$ cat config.mk
export PLATFORM = sky130hd
export DESIGN_NAME = pir_motion_trigger_qualifier
export DESIGN_NICKNAME = d
export VERILOG_FILES = /design/src/hw/rtl/pmtq_pkg.sv /design/src/hw/rtl/pmtq_divider.sv /design/src/hw/rtl/pir_motion_trigger_qualifier.sv
export VERILOG_INCLUDE_DIRS = /design/src /design/src/hw/rtl
export SDC_FILE = /design/constraint.sdc
export NUM_CORES = 2
export LEC_CHECK = 0
export BUFFER_PORTS_ARGS = -buffer_cell sky130_fd_sc_hd__buf_2
export CORE_UTILIZATION = 30
export DETAILED_ROUTE_END_ITERATION = 8
export GPL_TIMING_DRIVEN = 1
export PLACE_DENSITY = 0.41
export SYNTH_ARGS = -nofsm -noshare
export SYNTH_HDL_FRONTEND = slang
export SYNTH_SLANG_ARGS = --single-unit
$ cat constraint.sdc
create_clock -name clk -period 15.7 [get_ports clk]
set_input_delay 3.14 -clock clk [delete_from_list [all_inputs] [get_ports clk]]
set_output_delay 3.14 -clock clk [all_outputs]
set_load 0.1 [all_outputs]
$ cat src/hw/rtl/pir_motion_trigger_qualifier_defines.svh
// assertion macros for the motion trigger qualifier
// used by the top level; expects clk and arst_n in scope
`ifndef PIR_MOTION_TRIGGER_QUALIFIER_DEFINES_SVH
`define PIR_MOTION_TRIGGER_QUALIFIER_DEFINES_SVH
`ifndef SYNTHESIS
`define PMTQ_ASSERT(label, prop, msg) \
	label: assert property (@(posedge clk) disable iff (!arst_n) prop) else $error(msg);
`define PMTQ_ASSERT_IMPL(label, pre, post, msg) \
	label: assert property (@(posedge clk) disable iff (!arst_n) pre |=> post) else $error(msg);
`else
`define PMTQ_ASSERT(label, prop, msg)
`define PMTQ_ASSERT_IMPL(label, pre, post, msg)
`endif
`endif

$ cat src/hw/rtl/pmtq_pkg.sv
// types and constants of the motion trigger qualifier
// no dependencies
`timescale 1ns / 1ps
`default_nettype none
package pmtq_pkg;
	localparam int DIV_W = 50;
	localparam int QUO_W = 17;
	// hours since zero: (now >> 7) * HOUR_RECIP >> 40, exact for any 32-bit now
	localparam logic [25:0] HOUR_RECIP = 26'd39093747;
	// hours / 24: h * DAY_RECIP >> 16, exact below 2048 hours
	localparam logic [11:0] DAY_RECIP = 12'd2731;
	localparam logic [10:0] HOURS_PER_DAY = 11'd24;
	localparam logic [16:0] Q16_ONE = 17'd65536;
	localparam logic [31:0] CNT_MAX = 32'hFFFFFFFF;

	typedef enum logic [2:0] {
		REG_ENABLE = 3'd0,
		REG_DEBOUNCE = 3'd1,
		REG_SENS = 3'd2,
		REG_WIND = 3'd3,
		REG_TEMP = 3'd4,
		REG_HUMID = 3'd5,
		REG_LIGHT = 3'd6,
		REG_DAYTIME = 3'd7
	} reg_idx_t;

	typedef enum logic [9:0] {
		ST_IDLE = 10'b0000000001,
		ST_HDAY = 10'b0000000010,
		ST_LDHR = 10'b0000000100,
		ST_HHR = 10'b0000001000,
		ST_SCORE = 10'b0000010000,
		ST_LDCF = 10'b0000100000,
		ST_CONF = 10'b0001000000,
		ST_MEAN = 10'b0010000000,
		ST_AVG = 10'b0100000000,
		ST_DONE = 10'b1000000000
	} state_t;

	typedef struct packed {
		logic load;
		logic step;
		logic [DIV_W-1:0] rem;
		logic [DIV_W-1:0] dvs;
	} div_cmd_t;
endpackage
`default_nettype wire

$ cat src/hw/rtl/pmtq_divider.sv
// restoring divide step unit shared by the confidence and running-mean divisions of the qualifier
// depends on pmtq_pkg
`timescale 1ns / 1ps
`default_nettype none
module pmtq_divider import pmtq_pkg::*; (
	input wire logic clk,
	input wire div_cmd_t cmd,
	output logic [QUO_W-1:0] quo
);
	logic [DIV_W-1:0] rem_q;
	logic [DIV_W-1:0] dvs_q;
	logic [QUO_W-1:0] quo_q;
	logic fits;

	assign fits = rem_q >= dvs_q;

	always_ff @(posedge clk) begin
		if (cmd.load) begin
			rem_q <= cmd.rem;
			dvs_q <= cmd.dvs;
			quo_q <= '0;
		end else if (cmd.step) begin
			if (fits) begin
				rem_q <= rem_q - dvs_q;
			end
			quo_q <= {quo_q[QUO_W-2:0], fits};
			dvs_q <= dvs_q >> 1;
		end
	end

	assign quo = quo_q;
endmodule
`default_nettype wire

$ cat src/hw/rtl/pir_motion_trigger_qualifier.sv
// motion trigger qualifier top level
// samples come in on s_*, one result word per sample leaves on m_*.
// registers are written over the apb port; the user must do so only while the
// block is idle, the block itself does not enforce it. a sample that is not a
// qualifying rising edge (or arrives while disabled) goes straight from accept
// to the last step. for a scored edge the hour comes from two reciprocal
// multiplies and a subtraction (ST_HDAY, ST_LDHR, ST_HHR), then one shared
// restoring divider runs the confidence divide (17 steps) and, on a detection
// with the counter not saturated, the running-mean divide (17 steps) one bit
// per cycle. s_tready is high only while no sample is in work, so a new sample
// is not accepted before the previous one has left the last step.
// the result sits in an output register; while the receiver stalls the
// next sample may still be accepted and worked on, and it waits in the
// last step until the register frees up.
// reset clears the counters, the trigger and detection timestamps and the mean
// and loads the register defaults (enabled, 1000 ms debounce, unit sensitivity).
`timescale 1ns / 1ps
`default_nettype none
`include "pir_motion_trigger_qualifier_defines.svh"
module pir_motion_trigger_qualifier import pmtq_pkg::*; #(
	parameter int WIND_LIMIT_TENTHS = 200
) (
	input wire logic clk,
	input wire logic arst_n,
	input wire logic s_tvalid,
	output logic s_tready,
	// [0] sensor_level, [32:1] now_ms, [39:33] zero
	input wire logic [39:0] s_tdata,
	output logic m_tvalid,
	input wire logic m_tready,
	// [0] detected, [1] rejected, [18:2] confidence, [50:19] detection_count,
	// [82:51] rejection_count, [99:83] mean_confidence,
	// [131:100] last_detect_ms, [135:132] zero
	output logic [135:0] m_tdata,
	input wire logic psel,
	input wire logic penable,
	input wire logic pwrite,
	input wire logic [4:0] paddr,
	input wire logic [31:0] pwdata,
	output logic [31:0] prdata,
	output logic pready
);
	localparam logic [10:0] WIND_LIMIT = 11'(WIND_LIMIT_TENTHS);

	logic enable_q;
	logic [15:0] debounce_q;
	logic [16:0] sens_q;
	logic [10:0] wind_q;
	logic signed [11:0] temp_q;
	logic [9:0] humid_q;
	logic [9:0] light_q;
	logic daytime_q;

	state_t state_q;
	logic [4:0] cnt_q;
	logic prev_q;
	logic [31:0] last_trig_q;
	logic [31:0] acc_total_q;
	logic [31:0] rej_total_q;
	logic [16:0] avg_q;
	logic [31:0] last_det_q;
	logic [31:0] now_q;
	logic scored_q;
	logic det_q;
	logic upd_avg_q;
	logic [16:0] conf_q;
	logic [33:0] prod_q;
	logic [18:0] den_q;
	logic [10:0] hrs_q;
	logic [6:0] q24_q;
	logic [4:0] hour_q;

	div_cmd_t cmd;
	logic [QUO_W-1:0] div_quo;

	logic accept;
	logic out_free;
	logic wr;
	logic edge_seen;
	logic [31:0] elapsed;
	logic [50:0] hprod;
	logic [22:0] dprod;
	logic [10:0] hr_left;
	logic [16:0] num;
	logic [18:0] den;
	logic [16:0] sens_c;
	logic [37:0] prod10;
	logic [37:0] thresh;
	logic [16:0] conf_c;
	logic [31:0] n_c;
	logic [48:0] mprod;
	logic [31:0] acc_nx;
	logic [31:0] rej_nx;
	logic [16:0] avg_nx;
	logic [31:0] last_det_nx;

	assign pready = 1'b1;
	assign wr = psel && penable && pwrite;
	assign s_tready = state_q == ST_IDLE;
	assign accept = s_tvalid && s_tready;
	assign out_free = !m_tvalid || m_tready;
	assign edge_seen = s_tdata[0] && !prev_q;
	assign elapsed = s_tdata[32:1] - last_trig_q;
	assign hprod = now_q[31:7] * HOUR_RECIP;
	assign dprod = hrs_q * DAY_RECIP;
	assign hr_left = hrs_q - {4'd0, q24_q} * HOURS_PER_DAY;
	assign sens_c = sens_q > Q16_ONE ? Q16_ONE : sens_q;
	assign prod10 = {1'b0, prod_q, 3'b000} + {3'b000, prod_q, 1'b0};
	assign thresh = {1'b0, 21'(den_q * 21'd3), 16'd0};
	assign conf_c = div_quo > Q16_ONE ? Q16_ONE : div_quo;
	assign n_c = acc_total_q + 32'd1;
	assign mprod = avg_q * acc_total_q;

	pmtq_divider u_div (
		.clk(clk),
		.cmd(cmd),
		.quo(div_quo)
	);

	// confidence factors as exact ratios
	always_comb begin
		num = 17'd4;
		den = 19'd5;
		if ((hour_q >= 5'd5 && hour_q <= 5'd8) || (hour_q >= 5'd17 && hour_q <= 5'd20)) begin
			num = 17'(num * 17'd11);
			den = 19'(den * 19'd10);
		end
		if (humid_q >= 10'd400 && humid_q <= 10'd700) begin
			num = 17'(num * 17'd21);
			den = 19'(den * 19'd20);
		end
		if (wind_q > WIND_LIMIT) begin
			num = 17'(num * 17'd3);
			den = 19'(den * 19'd10);
		end
		if (temp_q < 12'sd50 || temp_q > 12'sd350) begin
			num = 17'(num * 17'd7);
			den = 19'(den * 19'd10);
		end
		if (!daytime_q && light_q < 10'd100) begin
			num = 17'(num * 17'd6);
			den = 19'(den * 19'd5);
		end else if (light_q > 10'd900) begin
			num = 17'(num * 17'd4);
			den = 19'(den * 19'd5);
		end
	end

	always_comb begin
		cmd = '0;
		unique case (state_q)
			ST_LDCF: begin
				cmd.load = 1'b1;
				cmd.rem = DIV_W'(prod_q) + DIV_W'(den_q[18:1]);
				cmd.dvs = DIV_W'(den_q) << 16;
			end
			ST_MEAN: begin
				cmd.load = 1'b1;
				cmd.rem = DIV_W'(mprod) + DIV_W'(conf_c) + DIV_W'(n_c[31:1]);
				cmd.dvs = DIV_W'(n_c) << 16;
			end
			ST_CONF, ST_AVG: cmd.step = 1'b1;
			ST_IDLE, ST_HDAY, ST_LDHR, ST_HHR, ST_SCORE, ST_DONE: ;
			default: ;
		endcase
	end

	// state after this sample's commit
	always_comb begin
		acc_nx = acc_total_q;
		rej_nx = rej_total_q;
		avg_nx = avg_q;
		last_det_nx = last_det_q;
		if (det_q) begin
			last_det_nx = now_q;
			if (upd_avg_q) begin
				acc_nx = n_c;
				avg_nx = div_quo;
			end
		end else if (scored_q && rej_total_q != CNT_MAX) begin
			rej_nx = rej_total_q + 32'd1;
		end
	end

	always_ff @(posedge clk or negedge arst_n) begin
		if (!arst_n) begin
			enable_q <= 1'b1;
			debounce_q <= 16'd1000;
			sens_q <= Q16_ONE;
			wind_q <= '0;
			temp_q <= 12'sd200;
			humid_q <= 10'd500;
			light_q <= 10'd500;
			daytime_q <= 1'b1;
		end else if (wr) begin
			unique case (reg_idx_t'(paddr[4:2]))
				REG_ENABLE: enable_q <= pwdata[0];
				REG_DEBOUNCE: debounce_q <= pwdata[15:0];
				REG_SENS: sens_q <= pwdata[16:0];
				REG_WIND: wind_q <= pwdata[10:0];
				REG_TEMP: temp_q <= pwdata[11:0];
				REG_HUMID: humid_q <= pwdata[9:0];
				REG_LIGHT: light_q <= pwdata[9:0];
				REG_DAYTIME: daytime_q <= pwdata[0];
				default: ;
			endcase
		end
	end

	always_comb begin
		unique case (reg_idx_t'(paddr[4:2]))
			REG_ENABLE: prdata = {31'd0, enable_q};
			REG_DEBOUNCE: prdata = {16'd0, debounce_q};
			REG_SENS: prdata = {15'd0, sens_q};
			REG_WIND: prdata = {21'd0, wind_q};
			REG_TEMP: prdata = {20'd0, temp_q};
			REG_HUMID: prdata = {22'd0, humid_q};
			REG_LIGHT: prdata = {22'd0, light_q};
			REG_DAYTIME: prdata = {31'd0, daytime_q};
			default: prdata = '0;
		endcase
	end

	always_ff @(posedge clk or negedge arst_n) begin
		if (!arst_n) begin
			state_q <= ST_IDLE;
			cnt_q <= '0;
			prev_q <= 1'b0;
			last_trig_q <= '0;
			acc_total_q <= '0;
			rej_total_q <= '0;
			avg_q <= '0;
			last_det_q <= '0;
			scored_q <= 1'b0;
			det_q <= 1'b0;
			upd_avg_q <= 1'b0;
			m_tvalid <= 1'b0;
		end else begin
			if (m_tvalid && m_tready && !(state_q == ST_DONE && out_free)) begin
				m_tvalid <= 1'b0;
			end
			unique case (state_q)
				ST_IDLE: begin
					if (accept) begin
						now_q <= s_tdata[32:1];
						scored_q <= 1'b0;
						det_q <= 1'b0;
						upd_avg_q <= 1'b0;
						conf_q <= '0;
						state_q <= ST_DONE;
						if (enable_q) begin
							prev_q <= s_tdata[0];
							if (edge_seen && elapsed >= 32'(debounce_q)) begin
								state_q <= ST_HDAY;
							end
						end
					end
				end
				ST_HDAY: begin
					hrs_q <= hprod[50:40];
					state_q <= ST_LDHR;
				end
				ST_LDHR: begin
					q24_q <= dprod[22:16];
					state_q <= ST_HHR;
				end
				ST_HHR: begin
					hour_q <= hr_left[4:0];
					state_q <= ST_SCORE;
				end
				ST_SCORE: begin
					prod_q <= num * sens_c;
					den_q <= den;
					state_q <= ST_LDCF;
				end
				ST_LDCF: begin
					scored_q <= 1'b1;
					det_q <= prod10 > thresh;
					cnt_q <= 5'd16;
					state_q <= ST_CONF;
				end
				ST_CONF: begin
					cnt_q <= cnt_q - 5'd1;
					if (cnt_q == '0) state_q <= ST_MEAN;
				end
				ST_MEAN: begin
					conf_q <= conf_c;
					cnt_q <= 5'd16;
					// saturated counter freezes the mean
					if (det_q && acc_total_q != CNT_MAX) begin
						upd_avg_q <= 1'b1;
						state_q <= ST_AVG;
					end else begin
						state_q <= ST_DONE;
					end
				end
				ST_AVG: begin
					cnt_q <= cnt_q - 5'd1;
					if (cnt_q == '0) state_q <= ST_DONE;
				end
				ST_DONE: begin
					if (out_free) begin
						acc_total_q <= acc_nx;
						rej_total_q <= rej_nx;
						avg_q <= avg_nx;
						last_det_q <= last_det_nx;
						if (det_q) last_trig_q <= now_q;
						m_tvalid <= 1'b1;
						m_tdata <= {4'd0, last_det_nx, avg_nx, rej_nx, acc_nx, conf_q,
							scored_q && !det_q, det_q};
						state_q <= ST_IDLE;
					end
				end
				default: state_q <= ST_IDLE;
			endcase
		end
	end

	`PMTQ_ASSERT(a_flags_excl, m_tvalid |-> !(m_tdata[0] && m_tdata[1]), "detected and rejected both set")
	`PMTQ_ASSERT(a_conf_range, m_tvalid |-> (m_tdata[18:2] <= Q16_ONE), "confidence above one")
	`PMTQ_ASSERT_IMPL(a_busy, accept, !s_tready, "ready right after accept")
	`PMTQ_ASSERT(a_unscored_zero, (m_tvalid && !m_tdata[0] && !m_tdata[1]) |-> (m_tdata[18:2] == '0), "confidence on unscored word")
endmodule
`default_nettype wire

---- After elaboration in Yosys (flattened, before gate mapping) ----
Cells that the tools add are included.
storage, ports and cells
  output and inout bits ................... 171
  bits in registers ....................... 617
  input port bits ......................... 84
operators by class
  order comparisons ....................... 16
  equality and inequality tests ........... 24
  reductions and logical operators ........ 54
  $add $sub $neg .......................... 10
  $mul .................................... 14
  multiplexer cells ....................... 49
operators with widths
  kind                      number
  $pmux W32 S8              1
  $mux W50                  5
  $pmux W100 S2             1
  $mux W17                  10
  $mux W32                  5
  $pmux W10 S10             1
  $mux W19                  5
  $mux W10                  7
  $add A32 B1 Y32 const B   2
  $ne A32 B32 Y1 const B    2
  $mul A25 B26 Y51 const B  1
  $add A49 B17 Y50          1
  $add A50 B31 Y50          1
  $ge A50 B50 Y1            1
  $sub A50 B50 Y50          1
  $mul A17 B32 Y49          1
  $add A37 B35 Y38          1
  $gt A38 B37 Y1            1
  $mul A19 B3 Y18 const B   2
  $add A34 B18 Y35          1
  $gt A17 B17 Y1 const B    2
  $mul A17 B17 Y34          1
  $pmux W17 S2              1
  $ge A32 B16 Y1            1
  other kinds (52)          112

---- Depth between registers and ports, before layout ----
  depth after elaboration ................. 13
  depth in mapped cells ................... 52

---- Modules after synthesis ----
Synthesis repeated with hierarchy kept, for this count alone.
second synthesis, totals
  cells, all modules ...................... 7994
  area total of the unflattened synthesis .. 75687.6 um2
modules (own cells, without submodules)
  module                        cells an instance  instances  area an instance (um2)  seq. area each (um2)
  pir_motion_trigger_qualifier  7117               1          67965.2                 13619.3
  pmtq_divider                  877                1          7722.4                  3343.2

---- Worst setup path after synthesis ----
Ideal clock, no wire load.
  path type ............................... flip-flop to flip-flop
  from .................................... reg humid_q[7]
  to ...................................... reg prod_q[33], data pin
  data arrival time ....................... 11479 ps
  data required time ...................... 15440 ps
  clock period less this slack ............ 11739 ps
  path buffers ............................ 0
  path slack .............................. 3961 ps
  cell stages (with the launch flop) ...... 44
  cell sequence ........................... dfstp_2 nand4bb_1 o31ai_1 inv_1 ha_1 ha_1 nand2_1 nand2_1 a221oi_1 o21ai_0 fa_1 nand2b_1 o2111ai_1 a31oi_1 xnor2_1 o311ai_4 ha_1 nor2_1 [8 not listed] fa_1 inv_1 fa_1 inv_1 fa_1 fa_1 ha_1 and3_1 a221o_1 a21o_1 a41o_1 o311ai_0 o21a_1 o21ai_0 nor3_1 o21bai_1 a21oi_1 xnor2_1
on the way
  cells in the longest elaborated chain, start to end .. 10
  elaborated cells on any way between the ends .. 12
  those cells by class .................... mul: 4; order compare: 2; mux: 5; reduce/logical: 1
ends and longest elaborated chain
  item                                             line                                                                      RTL
  from (decl)                                      pir_motion_trigger_qualifier.sv:50                                        logic [9:0] humid_q;
  from (signal assigned)                           pir_motion_trigger_qualifier.sv:202                                       REG_HUMID: humid_q <= pwdata[9:0];
  $ge A10 B9 Y1 or $le A10 B10 Y1 (tied branches)  pir_motion_trigger_qualifier.sv:128                                       if (humid_q >= 10'd400 && humid_q <= 10'd700) begin
  $logic_and A1 B1 Y1 *                            pir_motion_trigger_qualifier.sv:128
  $mux W17 *                                       pir_motion_trigger_qualifier.sv:128
  $mul A17 B2 Y17                                  pir_motion_trigger_qualifier.sv:133                                       num = 17'(num * 17'd3);
  $mux W17 *                                       pir_motion_trigger_qualifier.sv:132                                       if (wind_q > WIND_LIMIT) begin
  $mul A17 B3 Y17                                  pir_motion_trigger_qualifier.sv:137                                       num = 17'(num * 17'd7);
  $mux W17 *                                       pir_motion_trigger_qualifier.sv:136                                       if (temp_q < 12'sd50 || temp_q > 12'sd350) begin
  $mul A17 B2 Y16 or $mux W17 (tied branches)      pir_motion_trigger_qualifier.sv:141, pir_motion_trigger_qualifier.sv:143
  $mux W17 *                                       pir_motion_trigger_qualifier.sv:140                                       if (!daytime_q && light_q < 10'd100) begin
  $mul A17 B17 Y34 *                               pir_motion_trigger_qualifier.sv:272                                       prod_q <= num * sens_c;
  to (signal assigned)                             pir_motion_trigger_qualifier.sv:272
  to (decl)                                        pir_motion_trigger_qualifier.sv:67                                        logic [33:0] prod_q;
Mark *: on every way between the ends. The rest lies on a longest branch, timed or not.
A chain may end at the register's enable or synchronous reset.

---- Worst setup path after layout ----
  from .................................... reg hour_q[1]
  to ...................................... reg prod_q[33], data pin
on the way
  cells in the longest elaborated chain, start to end .. 13
  elaborated cells on any way between the ends .. 18
  those cells by class .................... mul: 5; order compare: 4; mux: 6; reduce/logical: 3
ends and longest elaborated chain
  item                                         line                                                                      RTL
  from (decl)                                  pir_motion_trigger_qualifier.sv:71                                        logic [4:0] hour_q;
  from (signal assigned)                       pir_motion_trigger_qualifier.sv:268                                       hour_q <= hr_left[4:0];
  $ge A5 B3 Y1, or another cell as far along   pir_motion_trigger_qualifier.sv:124                                       if ((hour_q >= 5'd5 && hour_q <= 5'd8) || (hour_q >= 5'd17 && hour_q <= 5'd20)) begin
  $logic_and A1 B1 Y1                          pir_motion_trigger_qualifier.sv:124
  $logic_or A1 B1 Y1 *                         pir_motion_trigger_qualifier.sv:124
  $mux W6 *                                    pir_motion_trigger_qualifier.sv:124
  $mul A17 B5 Y17                              pir_motion_trigger_qualifier.sv:129                                       num = 17'(num * 17'd21);
  $mux W17 *                                   pir_motion_trigger_qualifier.sv:128
  $mul A17 B2 Y17                              pir_motion_trigger_qualifier.sv:133
  $mux W17 *                                   pir_motion_trigger_qualifier.sv:132
  $mul A17 B3 Y17                              pir_motion_trigger_qualifier.sv:137
  $mux W17 *                                   pir_motion_trigger_qualifier.sv:136
  $mul A17 B2 Y16 or $mux W17 (tied branches)  pir_motion_trigger_qualifier.sv:141, pir_motion_trigger_qualifier.sv:143
  $mux W17 *                                   pir_motion_trigger_qualifier.sv:140
  $mul A17 B17 Y34 *                           pir_motion_trigger_qualifier.sv:272
Marks and branches as above.

==> impl_metrics.yaml <==
layout:
  area.growth.synth_to_final_pct: 10.1
  multi_input_area_mm2: 0.0514
  seqCellArea_mm2: 0.0169
  layout-drive-gt1-share: 0.0830
  fill_cells: 25400
  final_util: 0.333
  nets: 9702
synthesis:
  synth-seq-cells: 608
  synth_edf_count: 348
  syn_area_mm2: 0.0743
  yosysUniqueCellTypes: 98
  syn_area_per_cell_um2: 9.64
  yosysTopAreaCellShare: 0.254
  yosys_warnings: 0
  synth_seq_area_share: 0.228
  ys.flop_type: "edfxtp_1"
  synthTopCellsByArea: "fa_1, ha_1, edfxtp_1"
  syn-instance-count: 7706
  synth-async-reset-ratio: 0.400
  synth_top_cell_by_area: "fa_1"
critical_path:
  cp-end-kind: "flop"
  crit_type: "flop to flop"
  worstSetupStartpointType: "flop"
  worst_ep_arrival_time_ns: 14.48
  cp.required_ns: 16.13
  slowest_stage: "o21a_1"
  cp_common_cell: "fa_1"
  worst_path_largest_cell_delay_ns: 0.76
  critPathMaxFanout: 15
sta:
  hold_viol_final: 0
  post-route-period-util: 0.894
  max_freq_mhz: 71.2
  fin_setup_tns_ns: 0
  setup_viol: 0
  relSlewSlack: 0.223
  slew_violations: 0
  rsz0062_at_grt: "no"
  post-route-min-period_ns: 14.04
  fin_worst_skew_ns: 0.0514
  worst_pin_slew_ns: 1.16
clock_tree:
  path_clk_slew_ns: 0.06
  clk_path_buf_depth: 3
  post_cts_buffers: 0
  clock-root-buffer: "clkbuf_16"
  cts_resized: 0
  clock_latency_ns: 0.74
  cts_buffers: 81
  cts_tree: "yes"
  cts_htree_levels: 3
  clock_sinks: 608
  hold_buffers: 0
die:
  die-area_mm2: 0.250
  rows: 182
  die_w_um: 500
  coreArea_mm2: 0.246
  die_h_um: 500
  start_util: 0.302
  ios: 255
worst_hold_path:
  hold_class: "flop to flop"
routing:
  drt-pass1-iter-count: 7
  routedWlPerCell_um: 19.9
  vias: 53200
  detail_route.iter0.violations: 2817
  antenna_left: 0
  totalWireLength_um: 221000
  viasPerCell: 4.79
  drc_errors: 0
global_routing:
  grt_overflow_total: 0
  grt_max_degree: 108
  grt_pass1_wl_um: 347000
  grtUsageTotal: 0.180
  grt_pass1_vias: 56500
  antenna_found_initial: 14
placed_design:
  place.gp.congestion: 0.844
  port_buffers: 210
  dp_hpwl_um: 174000
flow_run:
  drv_cap: 0
power:
  power.leakage_nw: 39.4
  power_density_mw_per_mm2: 163
  vdd_drop_max_mv: 0.367
status:
  status: "finished clean"
final timing paths:
kind	startpoint	end	depth (start not counted)	slack [ns]
min in group asynchronous	arst_n	sens_q[3]$_DFFE_PN0P_	1	2.32
hold / removal	conf_q[1]$_SDFFCE_PN0P_	m_tdata[3]$_DFFE_PP_	0	0.42
max in group asynchronous	arst_n	avg_q[15]$_DFFE_PN0P_	2	12.14
setup / recovery	hour_q[1]$_DFFE_PP_	prod_q[33]$_DFFE_PP_	45	1.66
hold reg to reg	conf_q[1]$_SDFFCE_PN0P_	m_tdata[3]$_DFFE_PP_	0	0.42
setup reg to reg	hour_q[1]$_DFFE_PP_	prod_q[33]$_DFFE_PP_	45	1.66
layout make-up:
cell class | instances | share of cell area
timing repair buffer | 308 | 0.0221
tap | 3220 | 0.0493
clock inverter | 48 | 0.00722
antenna | 3 | 0.0000918
sequential | 608 | 0.207
inverter | 1286 | 0.0590
multi-input combinational | 5529 | 0.629
clock buffer | 103 | 0.0263
critical path: cells and delay by family (launching register included):
kind            cells  cell delay (ns)
simple gates        9             1.50
xor+xnor            2             0.24
compound gates     18             4.99
fa+ha+maj          11             5.24
flops               1             0.39
mux                 1             0.74
buf+inv             4             0.62
through the flow:
stage          worst slack (ns)  area (um2)  power (mW)  cells  hold WS (ns)
2_1_floorplan              3.96       74300        8.89   7726         0.400
3_3_place_gp               1.95       79000        11.4  11000         0.404
5_1_grt                   0.621       81800        14.9  11100         0.427
3_5_place_dp               1.80       79000        11.5  11000         0.405
6_report                   1.66       81800        13.3  11100         0.419
4_1_cts                    1.73       81800        13.6  11100         0.407
power breakdown:
part | switching (mW) | total, mW | leakage (nW) | internal [mW]
Clock | 0.820 | 1.95 | 1.31 | 1.13
Combinational | 5.46 | 9.20 | 31.9 | 3.73
Sequential | 0.131 | 2.19 | 6.24 | 2.06
flip-flops by register name, summed over array words and instances (netlist names), 32 cells and up:
name	cells
m_tdata	132
u_div.rem_q	50
u_div.dvs_q	48
acc_total_q	32
last_det_q	32
last_trig_q	32
now_q	32
prod_q	32
rej_total_q	32
cells in the mapped netlist, types with 9 or more instances:
cell,count
mux2_2,129
buf_4,20
o31ai_1,27
o21ai_1,14
and2_1,218
a21o_1,157
or2_2,11
and4_1,9
nor2_1,343
a31oi_1,25
fa_1,944
nor3_1,58
nand2_1,1056
o22ai_1,24
o21bai_1,38
nor2b_1,58
nand4_1,62
or3_1,16
ha_1,860
nand3_1,89
o211ai_1,16
o221ai_1,18
dfstp_2,25
edfxtp_1,348
nand2b_1,48
a221oi_1,9
xor2_1,177
dfxtp_1,17
dfrtp_1,218
and3_1,41
xnor2_1,244
a22oi_1,46
nor4_1,20
o21a_1,46
clkbuf_1,248
buf_1,27
o21ai_0,232
a211oi_1,18
a21oi_1,293
mux2i_1,16
inv_1,1283
routing by layer:
layer	routed length (um)	vias up	share of wire	GRT usage
met5	80	-	0.00036	0
met4	4270	14	0.019	0.0376
met3	9150	219	0.041	0.0227
met2	98500	1022	0.45	0.286
met1	109000	26700	0.49	0.260
li1	-	25200	-	-
cell usage in the layout, fill, tap and decap left out, drive strengths merged, types with 27 or more instances in the layout:
cell type / n
ha: 860
nor2b: 58
nand2: 1057
mux2: 130
nand3: 89
o31ai: 27
nand2b: 48
clkinv: 27
a21oi: 297
nor3: 60
a22oi: 47
o21bai: 38
buf: 308
a31oi: 27
fa: 944
and3: 41
xor2: 177
nor2: 343
dfrtp: 218
o21a: 46
xnor2: 245
nand4: 62
clkbuf: 103
edfxtp: 348
a21o: 157
and2: 218
inv: 1292
o21ai: 246
cells by family after synthesis:
family / after synthesis / share of synthesized area
AOI/OAI and AO/OA: 1068 / 0.0938
xor gates and xnor gates: 422 / 0.0499
adders and majority gates: 1804 / 0.399
buffers and inverters: 1589 / 0.0815
DFF: 608 / 0.228
muxes: 146 / 0.0219
other: 2 / 0.000101
and+or+nand+nor: 2067 / 0.126
Note: power is estimated with default switching activity, not from simulation.
